## src/sv/spq_pkg.sv

```systemverilog
// ============================================================================
// Sorted priority queue package
// Shared status codes, operation codes and the cell control group.
// ============================================================================
package spq_pkg;

    // Result status codes.
    typedef enum logic [1:0] {
        ST_INSERTED = 2'd0,
        ST_SERVED   = 2'd1,
        ST_EMPTY    = 2'd2,
        ST_FULL     = 2'd3
    } spq_status_t;

    // Operation codes carried in the input tuser.
    localparam logic OP_INSERT = 1'b0;
    localparam logic OP_SERVE  = 1'b1;

    // Control broadcast from the top level to every cell.
    typedef struct packed {
        logic ins;  // place the new entry, shifting lower entries toward the tail
        logic srv;  // drop the head, shifting every entry toward the head
    } spq_ctrl_t;

endpackage

```

## src/sv/sorted_priority_queue_top.sv

```systemverilog
// A result is registered and leaves on m_* in the cycle after its request is accepted.
// Throughput: one request per cycle while m_tready takes each result; all cells update on the same edge.
// The input stays open while a result waits, as long as m_tready takes it then.
// Reset (aresetn low, synchronous) clears the fill count and the output valid.
// Slot contents are not reset; only slots below the fill count are ever read.
// ============================================================================
// Sorted priority queue top level
// A chain of CAPACITY cells kept sorted by priority, highest at the head.
// Insert places an entry behind all entries of equal or higher priority;
// serve returns and removes the head entry.
// ============================================================================
module sorted_priority_queue_top #(
    parameter int CAPACITY      = 16,
    parameter int PRIORITY_BITS = 8,
    parameter int HANDLE_BITS   = 16,
    localparam int CNT_BITS     = $clog2(CAPACITY + 1),
    localparam int IN_W         = ((PRIORITY_BITS + HANDLE_BITS + 7) / 8) * 8,
    localparam int OUT_W        = ((HANDLE_BITS + PRIORITY_BITS + CNT_BITS + 7) / 8) * 8
) (
    input  logic             aclk,
    input  logic             aresetn,
    input  logic             s_tvalid,
    output logic             s_tready,
    input  logic [IN_W-1:0]  s_tdata,   // entry_priority, entry_handle, zero fill
    input  logic [0:0]       s_tuser,   // operation
    output logic             m_tvalid,
    input  logic             m_tready,
    output logic [OUT_W-1:0] m_tdata,   // served_handle, served_priority, occupancy, zero fill
    output logic [1:0]       m_tuser    // status
);

    localparam int PB = PRIORITY_BITS;
    localparam int HB = HANDLE_BITS;

    logic [PB-1:0] in_prio;
    logic [HB-1:0] in_handle;
    logic          accept;
    logic          is_full;
    logic          is_empty;
    logic          do_ins;
    logic          do_srv;
    spq_pkg::spq_ctrl_t ctrl;

    logic [PB-1:0] cell_prio   [CAPACITY];
    logic [HB-1:0] cell_handle [CAPACITY];
    logic          cell_lower  [CAPACITY];

    logic [CNT_BITS-1:0] count_reg;
    logic [CNT_BITS-1:0] count_next;
    logic                m_valid_reg;
    logic                m_valid_next;
    spq_pkg::spq_status_t status_reg;
    spq_pkg::spq_status_t status_next;
    logic [HB-1:0]       out_handle_reg;
    logic [HB-1:0]       out_handle_next;
    logic [PB-1:0]       out_prio_reg;
    logic [PB-1:0]       out_prio_next;
    logic [CNT_BITS-1:0] out_count_reg;

    // Input transaction unpacking and handshake.
    assign in_prio   = s_tdata[PB-1:0];
    assign in_handle = s_tdata[PB+HB-1:PB];
    assign s_tready  = !m_valid_reg || m_tready;
    assign accept    = s_tvalid && s_tready;

    assign is_full  = (count_reg == CNT_BITS'(CAPACITY));
    assign is_empty = (count_reg == '0);
    assign do_ins   = accept && (s_tuser[0] == spq_pkg::OP_INSERT) && !is_full;
    assign do_srv   = accept && (s_tuser[0] == spq_pkg::OP_SERVE) && !is_empty;
    assign ctrl.ins = do_ins;
    assign ctrl.srv = do_srv;

    // The chain of cells; each trades entries with its two neighbors.
    for (genvar i = 0; i < CAPACITY; i++) begin : g_cell
        logic          prev_lower;
        logic [PB-1:0] prev_prio;
        logic [HB-1:0] prev_handle;
        logic [PB-1:0] next_prio;
        logic [HB-1:0] next_handle;

        if (i == 0) begin : g_head
            assign prev_lower  = 1'b0;
            assign prev_prio   = '0;
            assign prev_handle = '0;
        end else begin : g_body
            assign prev_lower  = cell_lower[i-1];
            assign prev_prio   = cell_prio[i-1];
            assign prev_handle = cell_handle[i-1];
        end

        if (i == CAPACITY - 1) begin : g_tail
            assign next_prio   = '0;
            assign next_handle = '0;
        end else begin : g_link
            assign next_prio   = cell_prio[i+1];
            assign next_handle = cell_handle[i+1];
        end

        spq_cell #(
            .PB (PB),
            .HB (HB)
        ) u_cell (
            .aclk        (aclk),
            .ctrl        (ctrl),
            .occupied    (count_reg > CNT_BITS'(i)),
            .new_prio    (in_prio),
            .new_handle  (in_handle),
            .prev_lower  (prev_lower),
            .prev_prio   (prev_prio),
            .prev_handle (prev_handle),
            .next_prio   (next_prio),
            .next_handle (next_handle),
            .lower       (cell_lower[i]),
            .prio        (cell_prio[i]),
            .handle      (cell_handle[i])
        );
    end

    // Next fill count and result fields.
    always_comb begin
        count_next      = count_reg;
        status_next     = status_reg;
        out_handle_next = out_handle_reg;
        out_prio_next   = out_prio_reg;
        m_valid_next    = m_valid_reg && !m_tready;
        if (accept) begin
            m_valid_next    = 1'b1;
            out_handle_next = '0;
            out_prio_next   = '0;
            if (s_tuser[0] == spq_pkg::OP_INSERT) begin
                if (is_full) begin
                    status_next = spq_pkg::ST_FULL;
                end else begin
                    status_next = spq_pkg::ST_INSERTED;
                    count_next  = count_reg + CNT_BITS'(1);
                end
            end else begin
                if (is_empty) begin
                    status_next = spq_pkg::ST_EMPTY;
                end else begin
                    status_next     = spq_pkg::ST_SERVED;
                    out_handle_next = cell_handle[0];
                    out_prio_next   = cell_prio[0];
                    count_next      = count_reg - CNT_BITS'(1);
                end
            end
        end
    end

    // Control state with reset.
    always_ff @(posedge aclk) begin
        if (!aresetn) begin
            count_reg   <= '0;
            m_valid_reg <= 1'b0;
        end else begin
            count_reg   <= count_next;
            m_valid_reg <= m_valid_next;
        end
    end

    // Result payload, loaded on each accepted transaction.
    always_ff @(posedge aclk) begin
        status_reg     <= status_next;
        out_handle_reg <= out_handle_next;
        out_prio_reg   <= out_prio_next;
        if (accept) begin
            out_count_reg <= count_next;
        end
    end

    assign m_tvalid = m_valid_reg;
    assign m_tuser  = status_reg;
    assign m_tdata  = OUT_W'({out_count_reg, out_prio_reg, out_handle_reg});

    // The fill count never passes the capacity.
    a_count_bound: assert property (@(posedge aclk) disable iff (!aresetn)
        count_reg <= CNT_BITS'(CAPACITY))
        else $error("fill count exceeds capacity");

    // The two entries at the head stay in order.
    a_head_order: assert property (@(posedge aclk) disable iff (!aresetn)
        (count_reg >= CNT_BITS'(2)) |-> (cell_prio[0] >= cell_prio[1]))
        else $error("head entries out of priority order");

    // An insert into a full queue is reported and leaves the count alone.
    a_full_reject: assert property (@(posedge aclk) disable iff (!aresetn)
        (accept && (s_tuser[0] == spq_pkg::OP_INSERT) && is_full)
        |=> (m_tvalid && (m_tuser == spq_pkg::ST_FULL) && $stable(count_reg)))
        else $error("insert into full queue not rejected");

    // A serve on an empty queue is reported as empty.
    a_empty_serve: assert property (@(posedge aclk) disable iff (!aresetn)
        (accept && (s_tuser[0] == spq_pkg::OP_SERVE) && is_empty)
        |=> (m_tvalid && (m_tuser == spq_pkg::ST_EMPTY) && (count_reg == '0)))
        else $error("serve on empty queue not reported");

endmodule

```

## src/sv/spq_cell.sv

```systemverilog
// ============================================================================
// Sorted priority queue cell
// One slot of the sorted chain. It compares its entry against the new one and
// trades entries with its neighbors on insert and serve.
// ============================================================================
module spq_cell #(
    parameter int PB = 8,
    parameter int HB = 16
) (
    input  logic              aclk,
    input  spq_pkg::spq_ctrl_t ctrl,
    input  logic              occupied,     // this slot holds a valid entry
    input  logic [PB-1:0]     new_prio,
    input  logic [HB-1:0]     new_handle,
    input  logic              prev_lower,   // the slot toward the head yields its place
    input  logic [PB-1:0]     prev_prio,
    input  logic [HB-1:0]     prev_handle,
    input  logic [PB-1:0]     next_prio,
    input  logic [HB-1:0]     next_handle,
    output logic              lower,        // new entry goes at or ahead of this slot
    output logic [PB-1:0]     prio,
    output logic [HB-1:0]     handle
);

    logic [PB-1:0] prio_reg;
    logic [PB-1:0] prio_next;
    logic [HB-1:0] handle_reg;
    logic [HB-1:0] handle_next;

    // An empty slot or a strictly lower priority yields to the new entry,
    // so equal priorities keep their arrival order.
    assign lower = !occupied || (prio_reg < new_prio);

    // Choose what this slot holds after the transaction.
    always_comb begin
        prio_next   = prio_reg;
        handle_next = handle_reg;
        if (ctrl.ins) begin
            if (prev_lower) begin
                prio_next   = prev_prio;
                handle_next = prev_handle;
            end else if (lower) begin
                prio_next   = new_prio;
                handle_next = new_handle;
            end
        end else if (ctrl.srv) begin
            prio_next   = next_prio;
            handle_next = next_handle;
        end
    end

    // Slot contents need no reset; the fill count marks which are valid.
    always_ff @(posedge aclk) begin
        prio_reg   <= prio_next;
        handle_reg <= handle_next;
    end

    assign prio   = prio_reg;
    assign handle = handle_reg;

endmodule
```

## config.mk

```make
export PLATFORM = sky130hd
export DESIGN_NAME = sorted_priority_queue_top
export DESIGN_NICKNAME = d
export VERILOG_FILES = /design/src/sv/spq_pkg.sv /design/src/sv/sorted_priority_queue_top.sv /design/src/sv/spq_cell.sv
export SDC_FILE = /design/constraint.sdc
export NUM_CORES = 1
export LEC_CHECK = 0
export BUFFER_PORTS_ARGS = -buffer_cell sky130_fd_sc_hd__clkbuf_2
export CAP_MARGIN = 15
export CORE_UTILIZATION = 55
export CTS_BUF_LIST = sky130_fd_sc_hd__clkbuf_2
export CTS_CLUSTER_DIAMETER = 40
export DETAILED_ROUTE_END_ITERATION = 12
export PLACE_DENSITY = 0.72
export SLEW_MARGIN = 10
export SYNTH_ARGS = -nofsm -noshare
export SYNTH_HDL_FRONTEND = slang
export SYNTH_SLANG_ARGS = --single-unit
export TNS_END_PERCENT = 1
```

## constraint.sdc

```tcl
create_clock -name aclk -period 7.8 [get_ports aclk]
set_input_delay 1.56 -clock aclk [delete_from_list [all_inputs] [get_ports aclk]]
set_output_delay 1.56 -clock aclk [all_outputs]
set_load 0.02 [all_outputs]
```

Yosys cells after proc, flatten, opt, wreduce, memory -nomap -nowiden:

Cells that the tools add are included.

* bits in registers: 421
* input port bits: 29
* output and inout port bits: 36
* word-level logic and storage cells: 286

* $add $sub $neg: 2
* order comparisons: 32
* equal/unequal tests: 17
* multiplexer cells: 134
* bitwise gates (word level): 1
* reductions and logical operators: 62

Operator list (number)
* 2-to-1 mux 16 bit: 63
* 2-to-1 mux 8 bit: 63
* less-than comparator 8 bit: 16
* inequality test 3 x 1 -> 1 bit (second input constant): 15
* > comparator 5 x 4 -> 1 bit (second input constant): 8
* AND reduction 2 bit: 16
* > comparator 5 x 3 -> 1 bit (second input constant): 4
* zero test 1 bit: 20
* 2-to-1 mux 5 bit: 4
* logical OR 1 bit: 17
* > comparator 5 x 1 -> 1 bit (second input constant): 2
* > comparator 5 x 2 -> 1 bit (second input constant): 2
* logical AND 1 bit: 6
* 2-to-1 mux 2 bit: 3
* adder 5 x 1 -> 5 bit (second input constant): 1
* equality test 5 bit (second input constant): 1
* zero test 5 bit: 1
* subtractor 5 x 1 -> 5 bit (second input constant): 1
* inequality test 2 x 1 -> 1 bit (second input constant): 1
* nonzero test 2 bit: 1
* OR reduction 2 bit: 1
* 2-to-1 mux 1 bit: 1
* inverter 1 bit: 1

Depth between registers and ports, before layout:

Gate-level depths: netlist of run 1.

* depth after elaboration: 7
* depth in mapped cells: 13
* mapped depth without buffers: 7

Modules after synthesis:

Synthesis of run 1 repeated with hierarchy kept, for this count alone.

* cells, all modules: 2315
* area, all modules: 24683.7 µm²

Modules (own cells, without submodules)
* spq_cell at g_cell[0].u_cell ...: times used 15, cells each 134, area an instance 1425.1 µm², sequential area each 720.7 µm²
* sorted_priority_queue_top: times used 1, cells each 171, area an instance 1886.8 µm², sequential area each 1051.0 µm²
* spq_cell at g_cell[6].u_cell: times used 1, cells each 134, area an instance 1420.1 µm², sequential area each 720.7 µm²

Least setup slack after synthesis of run 1:

OpenSTA, ideal clock, no wires.

* path type: in2reg
* start point: input s_tdata[5]
* end point: register g_cell[4].u_cell.handle_reg[0], enable pin
* library setup time: 0.420 ns
* arrival: 4.672 ns
* required time: 7.380 ns
* path slack: 2.709 ns
* cell stages on the path: 9
* buffers on the path: 2
* path through: inv_1 > ha_1 > a211o_1 > o211ai_1 > o311ai_1 > and2_1 > buf_2 > buf_2 > a31oi_1

* longest elaborated chain between the ends: 4
* elaborated cells on any way between the ends: 6
* classes of those cells: 2 x order compare; 1 x eq/ne; 3 x reduce/logical

Ends and longest elaborated chain
* start: declaration: line sorted_priority_queue_top.sv:24 `input logic [IN_W-1:0] s_tdata,`
* less-than comparator 8 bit: line spq_cell.sv:32 `assign lower = !occupied || (prio_reg < new_prio);`
* logical OR 1 bit: line spq_cell.sv:32
* inequality test 3 x 1 -> 1 bit (no line) (*)
* AND reduction 2 bit (no line) (*)
* end signal: assignment: line spq_cell.sv:55 `handle_reg <= handle_next;`
* end: declaration: line spq_cell.sv:27 `logic [HB-1:0] handle_reg;`

Mark *: on every way between the ends. The rest lies on a longest branch, timed or not.
A chain may end at the register's enable or synchronous reset.

Worst setup path in the final report of run 1:

* start point: input s_tdata[7]
* end point: register g_cell[14].u_cell.handle_reg[9], enable pin

* longest elaborated chain between the ends: 4
* elaborated cells on any way between the ends: 6
* classes of those cells: 2 x order compare; 1 x eq/ne; 3 x reduce/logical

Ends and longest elaborated chain (line)
* less-than comparator 8 bit: spq_cell.sv:32
* logical OR 1 bit: spq_cell.sv:32
* inequality test 3 x 1 -> 1 bit (no line) (*)
* AND reduction 2 bit (no line) (*)
* end signal: assignment: spq_cell.sv:55
* end: declaration: spq_cell.sv:27

Marked as above.

==> results of run 1 <==
==> through the flow <==
| step | instance area [um2] | worst slack, ns | power [W] | cells |
|---|---|---|---|---|
| floorplan | 24560 | 2.709 | 0.003834 | 2302 |
| global placement | 25220 | 2.435 | 0.004199 | 2782 |
| detailed placement | 25250 | 2.369 | 0.004247 | 2784 |
| CTS | 26190 | 3.544 | 0.005763 | 2972 |
| global route | 26200 | 3.785 | 0.006025 | 2975 |
| finish | 26200 | 3.878 | 0.005767 | 2975 |
==> cell type report <==
type	instances	area (um2)	area share
sequential	421	12580	0.4803
multi-input combinational	1636	11070	0.4225
clock buffer	159	795.8	0.03037
timing repair buffer	118	794.5	0.03033
tap	592	740.7	0.02827
clock inverter	29	146.4	0.005588
inverter	17	63.81	0.002436
antenna	3	7.507	0.0002865
==> Yosys cell counts (6+ instances only) <==
| cell type | count |
|---|---|
| nor2_1 | 105 |
| nand3_1 | 30 |
| clkbuf_1 | 117 |
| a31oi_1 | 13 |
| a221o_1 | 120 |
| buf_6 | 7 |
| buf_4 | 15 |
| nand2_1 | 430 |
| buf_2 | 69 |
| buf_1 | 20 |
| nand2b_1 | 13 |
| ha_1 | 118 |
| a2111oi_0 | 6 |
| o211ai_1 | 364 |
| a22oi_1 | 73 |
| o21a_1 | 13 |
| o21ai_0 | 42 |
| dfxtp_1 | 6 |
| a21o_1 | 12 |
| mux2i_1 | 24 |
| edfxtp_1 | 415 |
| and3_1 | 29 |
| a21oi_1 | 74 |
| and2_1 | 23 |
| inv_1 | 17 |
| nand2_2 | 22 |
| nor2b_1 | 8 |
| nor3_1 | 8 |
| mux2_2 | 24 |
| a211oi_1 | 10 |
| o21ai_1 | 7 |
| nand4_1 | 7 |
==> power by group through the flow <==
stage	sequential [W]	clock, W	combinational [W]
finish	0.00298	0.00154	0.00125
global route	0.00300	0.00167	0.00136
CTS	0.00297	0.00156	0.00123
detailed placement	0.00302	0	0.00122
global placement	0.00302	0	0.00118
floorplan	0.00297	0	0.000866
==> logic make-up (layout without fill, tap and decap cells) <==
family,after synthesis,after routing,share of synthesized area
flip-flops,421,421,0.5125
AO/OA/AOI/OAI,773,773,0.2396
multiplexers,48,48,0.02079
other,1,6,0.0001527
buffers and inverters,245,323,0.04541
AND/OR/NAND/NOR,693,693,0.1210
adder cells (fa/ha/maj),118,118,0.06014
XOR/XNOR,1,1,0.0003568
==> path summary, 6_finish.rpt <==
| kind | endpoint | from | slack [ns] |
|---|---|---|---|
| setup / recovery | g_cell[14].u_cell.handle[9]$_DFFE_PP_ | s_tdata[7] | 3.88 |
| hold / removal | g_cell[0].u_cell.handle[9]$_DFFE_PP_ | g_cell[1].u_cell.handle[9]$_DFFE_PP_ | 0.54 |
| setup reg to reg | g_cell[14].u_cell.prio[0]$_DFFE_PP_ | count_reg[1]$_SDFF_PN0_ | 4.21 |
| hold reg to reg | g_cell[0].u_cell.handle[9]$_DFFE_PP_ | g_cell[1].u_cell.handle[9]$_DFFE_PP_ | 0.54 |
==> routing by layer <==
| layer | part of all wire | up-vias | wire (um) |
|---|---|---|---|
| met3 | 0.071 | 183 | 5216 |
| li1 | - | 9020 | - |
| met5 | 0 | - | 0 |
| met2 | 0.48 | 1052 | 35820 |
| met1 | 0.40 | 9861 | 29300 |
| met4 | 0.048 | 0 | 3523 |
==> cells in the final DEF, fill, tap and decap left out, drive strengths merged, types with 13 or more instances in the layout <==
cell / Yosys / layout
a21oi: 76 / 76
a221o: 120 / 120
a22oi: 73 / 73
a31oi: 13 / 13
and2: 24 / 24
and3: 29 / 29
buf: 111 / 57
clkbuf: 117 / 220
clkinv: 0 / 25
edfxtp: 415 / 415
ha: 118 / 118
inv: 17 / 19
mux2: 24 / 24
mux2i: 24 / 24
nand2: 452 / 452
nand2b: 13 / 13
nand3: 30 / 30
nor2: 105 / 105
o211ai: 364 / 364
o21a: 13 / 13
o21ai: 50 / 50
==> worst reg2reg max path, cell delays in order (launching register included) <==
cell and delay, ns:
dfxtp_1 0.63, inv_1 0.18, ha_1 0.29, nand4bb_1 0.18
and4_4 0.49, buf_12 0.59, nand2_1 0.73, o211ai_1 0.34
==> results.cfg, run 1 <==
[status]
status = finished, final reports clean

[timing]
slew_viol_final = 0
skew_ns = 0.05469
hold_viol_final = 0
period_share = 0.5029
tightestPinTransition_ns = 1.036
timing.slew.headroom = 0.3091
clock.fmax_mhz = 255.0
tns_ns = 0
rsz0062_at_grt = no
setup_viol = 0
period_needed_ns = 3.922
whs_ns = 0.5443

[logic_synthesis]
async_reset_ff_frac = 0
ys_ff_latch = 421
synth_edf_count = 415
synth_top_cell_area_share = 0.5076
yosysTopAreaCell = edfxtp_1
synth-warning-count = 0
synthTopCellsByArea = edfxtp_1 51%, o211ai_1 11%, nand2_1 6.6%
synth.cell_area_mm2 = 0.02455
syn-instance-count = 2300
synth_ff_type = edfxtp_1
syn_avg_cell_area_um2 = 10.67
ys_types = 65
seq_area_frac_synth = 0.5125

[cells_and_area]
area_growth_syn_to_layout_pct = 6.712
fillers = 3850
fin_util = 0.5937
final_nets = 2450
drive_gt1_frac = 0.1609
largest_reg_flops = 256

[grt]
top_usage_layer = met2
grt_pass1_vias = 19832
overflow = 0
grt_pass1_wl_mm = 113.3
grtUsageMet3 = 0.04839
track_usage = 0.3263
grtUsageMet2 = 0.5338
grtUsageMet1 = 0.4182
grt_max_degree = 200
antenna_found_initial = 2

[setup_path]
path_depth = 8
start_kind = primary input
crit_fanout = 25
critPathCaptureType = flip-flop
path_buf_inv = 2
crit_slowest_cell = or2_1
cp_top_family = compound AO/OA/AOI/OAI gates
worstSetupPathType = primary input to flip-flop
required_ns = 8.54
crit_chain = clkbuf_2, inv_1, ha_1, a21oi_1, o21ai_0, a21oi_2, or2_1, o31a_2
max_stage_delay_ns = 0.80
worstPathArrival_ns = 4.66
worstRegToRegCells = 7

[power_and_ir_drop]
seq_power_share = 0.516
intPower_w = 0.003795
clkPwrFrac = 0.266
switching_power_w = 0.001972
swShare = 0.3419
ir_drop_mv = 0.1395
pwr_density_cell_mw_per_mm2 = 220.1
leakage_nw = 9.671
pwr-share-comb = 0.217

[clock_tree]
post-cts-setup-buffers = 0
cts_sinks = 421
path_clk_slew_ns = 0.10
cts_tree = done
clock_path_buffers = 3
htreeDepth = 3
root_buffer = clkbuf_2
insertion_delay_ns = 1.15
cts_resized = 0
numCtsBuffers = 109
hold_buffers = 0

[placement]
dp_hpwl_mm = 51.29
port_buffers = 61
routabilityCongestion = 0.9398

[min_path]
hold_path.class = flip-flop to flip-flop
hold_depth = 2

[die]
die_w_um = 213.3
die-area_mm2 = 0.04549
rows = 77
num_io_pins = 65
die_h_um = 213.3
fp.coreArea_mm2 = 0.04412
initial_core_util = 0.5564

[detailed_routing]
vias_per_cell = 6.762
wl_mm = 73.86
drtIter0Drc = 2321
drtAntennaViolNets = 0
dr.pass1.iters = 6
dr_total_vias = 20116
post_drt_wl_per_cell_um = 24.83
drc = 0

[flow_run]
max_cap_viol_count = 0
Power figures use the tool's default switching activity.
==> run 2: changes to the inputs <==
clock period = 4 ns   (was 7.8 ns; I/O delays follow)
==> run 2 against run 1 <==
  * Sequential share of layout area fell by 0.90 points
  * Critical endpoint is now g_cell[13].u_cell.handle[5]$_DFFE_PP_
  * Via count increased by 1.4%
  * First-iteration DRC count is 5.0% lower
  * Total power is 96% higher
  * Clock power increased by 95%
  * Sequential power is 94% higher
==> results.cfg, run 2 (synthesis gave the netlist of run 1 again) <==
[clock_tree]
insertion_delay_ns = 1.22
htreeDepth = 3
root_buffer = clkbuf_2
cts_sinks = 421
clock_path_buffers = 3
path_clk_slew_ns = 0.11
cts_resized = 0
numCtsBuffers = 111
cts_tree = done

[detailed_routing]
wl_mm = 73.50
vias_per_cell = 6.754
drc = 0
dr_total_vias = 20403
drtIter0Drc = 2205
dr.pass1.iters = 6
post_drt_wl_per_cell_um = 24.33
drtAntennaViolNets = 0

[cells_and_area]
area_growth_syn_to_layout_pct = 8.761
final_cell_mix = 430 x nand2_1, 415 x edfxtp_1, 364 x o211ai_1
drive_gt1_frac = 0.1751
layout.cells.non_filler = 3021
postLayoutCellArea_mm2 = 0.02670
final-seq-area_mm2 = 0.01258
fillers = 3784
final_nets = 2493
layout_commonest_cell = nand2_1
largest_reg_flops = 256
multi_input_area_mm2 = 0.01107

[power_and_ir_drop]
leakage_nw = 9.943
ir_drop_mv = 0.2506
pwr_density_cell_mw_per_mm2 = 424.1

[setup_path]
required_ns = 4.98
start_kind = flip-flop
crit_fanout = 24
critPathCaptureType = flip-flop
crit_start = count_reg[0]$_SDFF_PN0_
timing.rr.start = count_reg[0]$_SDFF_PN0_
worstSetupPathType = flip-flop to flip-flop
worstPathArrival_ns = 4.31

[grt]
antenna_found_initial = 2
grtUsageMet1 = 0.4269
grt_pass1_vias = 20099
top_usage_layer = met2
overflow = 0
track_usage = 0.3266
grt_pass1_wl_mm = 113.6
grtUsageMet3 = 0.04854
grtUsageMet2 = 0.5244
grt_max_degree = 115

[min_path]
min_from = s_tdata[7]
hold_path.class = primary input to flip-flop

[timing]
timing.slew.headroom = 0.2753
hold_viol_final = 0
rsz0062_at_grt = no
slew_viol_final = 0
period_needed_ns = 3.330
clock.fmax_mhz = 300.3
skew_ns = 0.1339
setup_viol = 0
period_share = 0.8324
tightestPinTransition_ns = 1.087

[placement]
place_area_mm2 = 0.02569
dp_hpwl_mm = 52.18
port_buffers = 61
dpl.cell_count = 2820
routabilityCongestion = 0.9459

[die]
die_h_um = 213.3
num_io_pins = 65
die_w_um = 213.3
rows = 77
initial_core_util = 0.5564
die-area_mm2 = 0.04549
fp.coreArea_mm2 = 0.04412

[flow_run]
max_cap_viol_count = 0

[status]
status = finished, final reports clean
-- run 2: cell type report --
type	count	area share
Multi-Input combinational cell	1636	0.4145
Inverter	17	0.002390
Clock buffer	166	0.03111
Sequential cell	421	0.4712
Antenna cell	2	0.0001874
Timing Repair Buffer	159	0.04836
Tap cell	592	0.02774
Clock inverter	28	0.004545
-- run 2: metrics by stage --
step	setup TNS, ns	total power [W]	hold WS (ns)	utilization	setup WS (ns)
detailed placement	0	0.008352	0.5295	0.5823	0.3424
floorplan	-69.52	0.007477	0.5142	-	-0.2984
global placement	0	0.008244	0.5291	0.5823	0.3549
finish	0	0.01133	0.1105	0.6051	0.6703
global route	0	0.01182	0.04861	0.6051	0.5359
CTS	0	0.01130	0.02894	0.6050	0.7297
-- run 2: critical path, cell delays in order (launching register included) --
cell	delay, ns
dfxtp_1	0.62
inv_1	0.16
ha_1	0.30
nand4bb_1	0.18
and4_4	0.48
and2_1	0.91
o211ai_1	0.25
o211ai_1	0.16
-- run 2: worst paths after layout --
kind                                             to  slack [ns]  cells past startpoint
max           g_cell[13].u_cell.handle[5]$_DFFE_PP_        0.67                      7
min             g_cell[13].u_cell.prio[7]$_DFFE_PP_        0.11                      3
max reg2reg   g_cell[13].u_cell.handle[5]$_DFFE_PP_        0.67                      7
min reg2reg  g_cell[14].u_cell.handle[14]$_DFFE_PP_        0.55                      2
-- run 2: what timing repair did --
item | 4_1_cts | 5_1_grt
hold buffers | 5 | 0
endpoints found under the setup margin | 0 | 0
hold endpoints to repair | 9 | 0
setup buffers | 0 | 0
-- run 2: layer usage --
metal,vias up,routed length [um]
met5,-,0
met4,0,3503
met3,236,5409
met2,1116,35080
met1,9926,29510
li1,9125,-
-- run 2: where the power goes --
| group | switching (W) | internal [W] | leakage (nW) | total [W] |
|---|---|---|---|---|
| sequential | 0.000322 | 0.00547 | 4.00 | 0.00579 |
| clock | 0.00189 | 0.00111 | 0.758 | 0.00300 |
| combinational | 0.00165 | 0.000887 | 5.19 | 0.00253 |
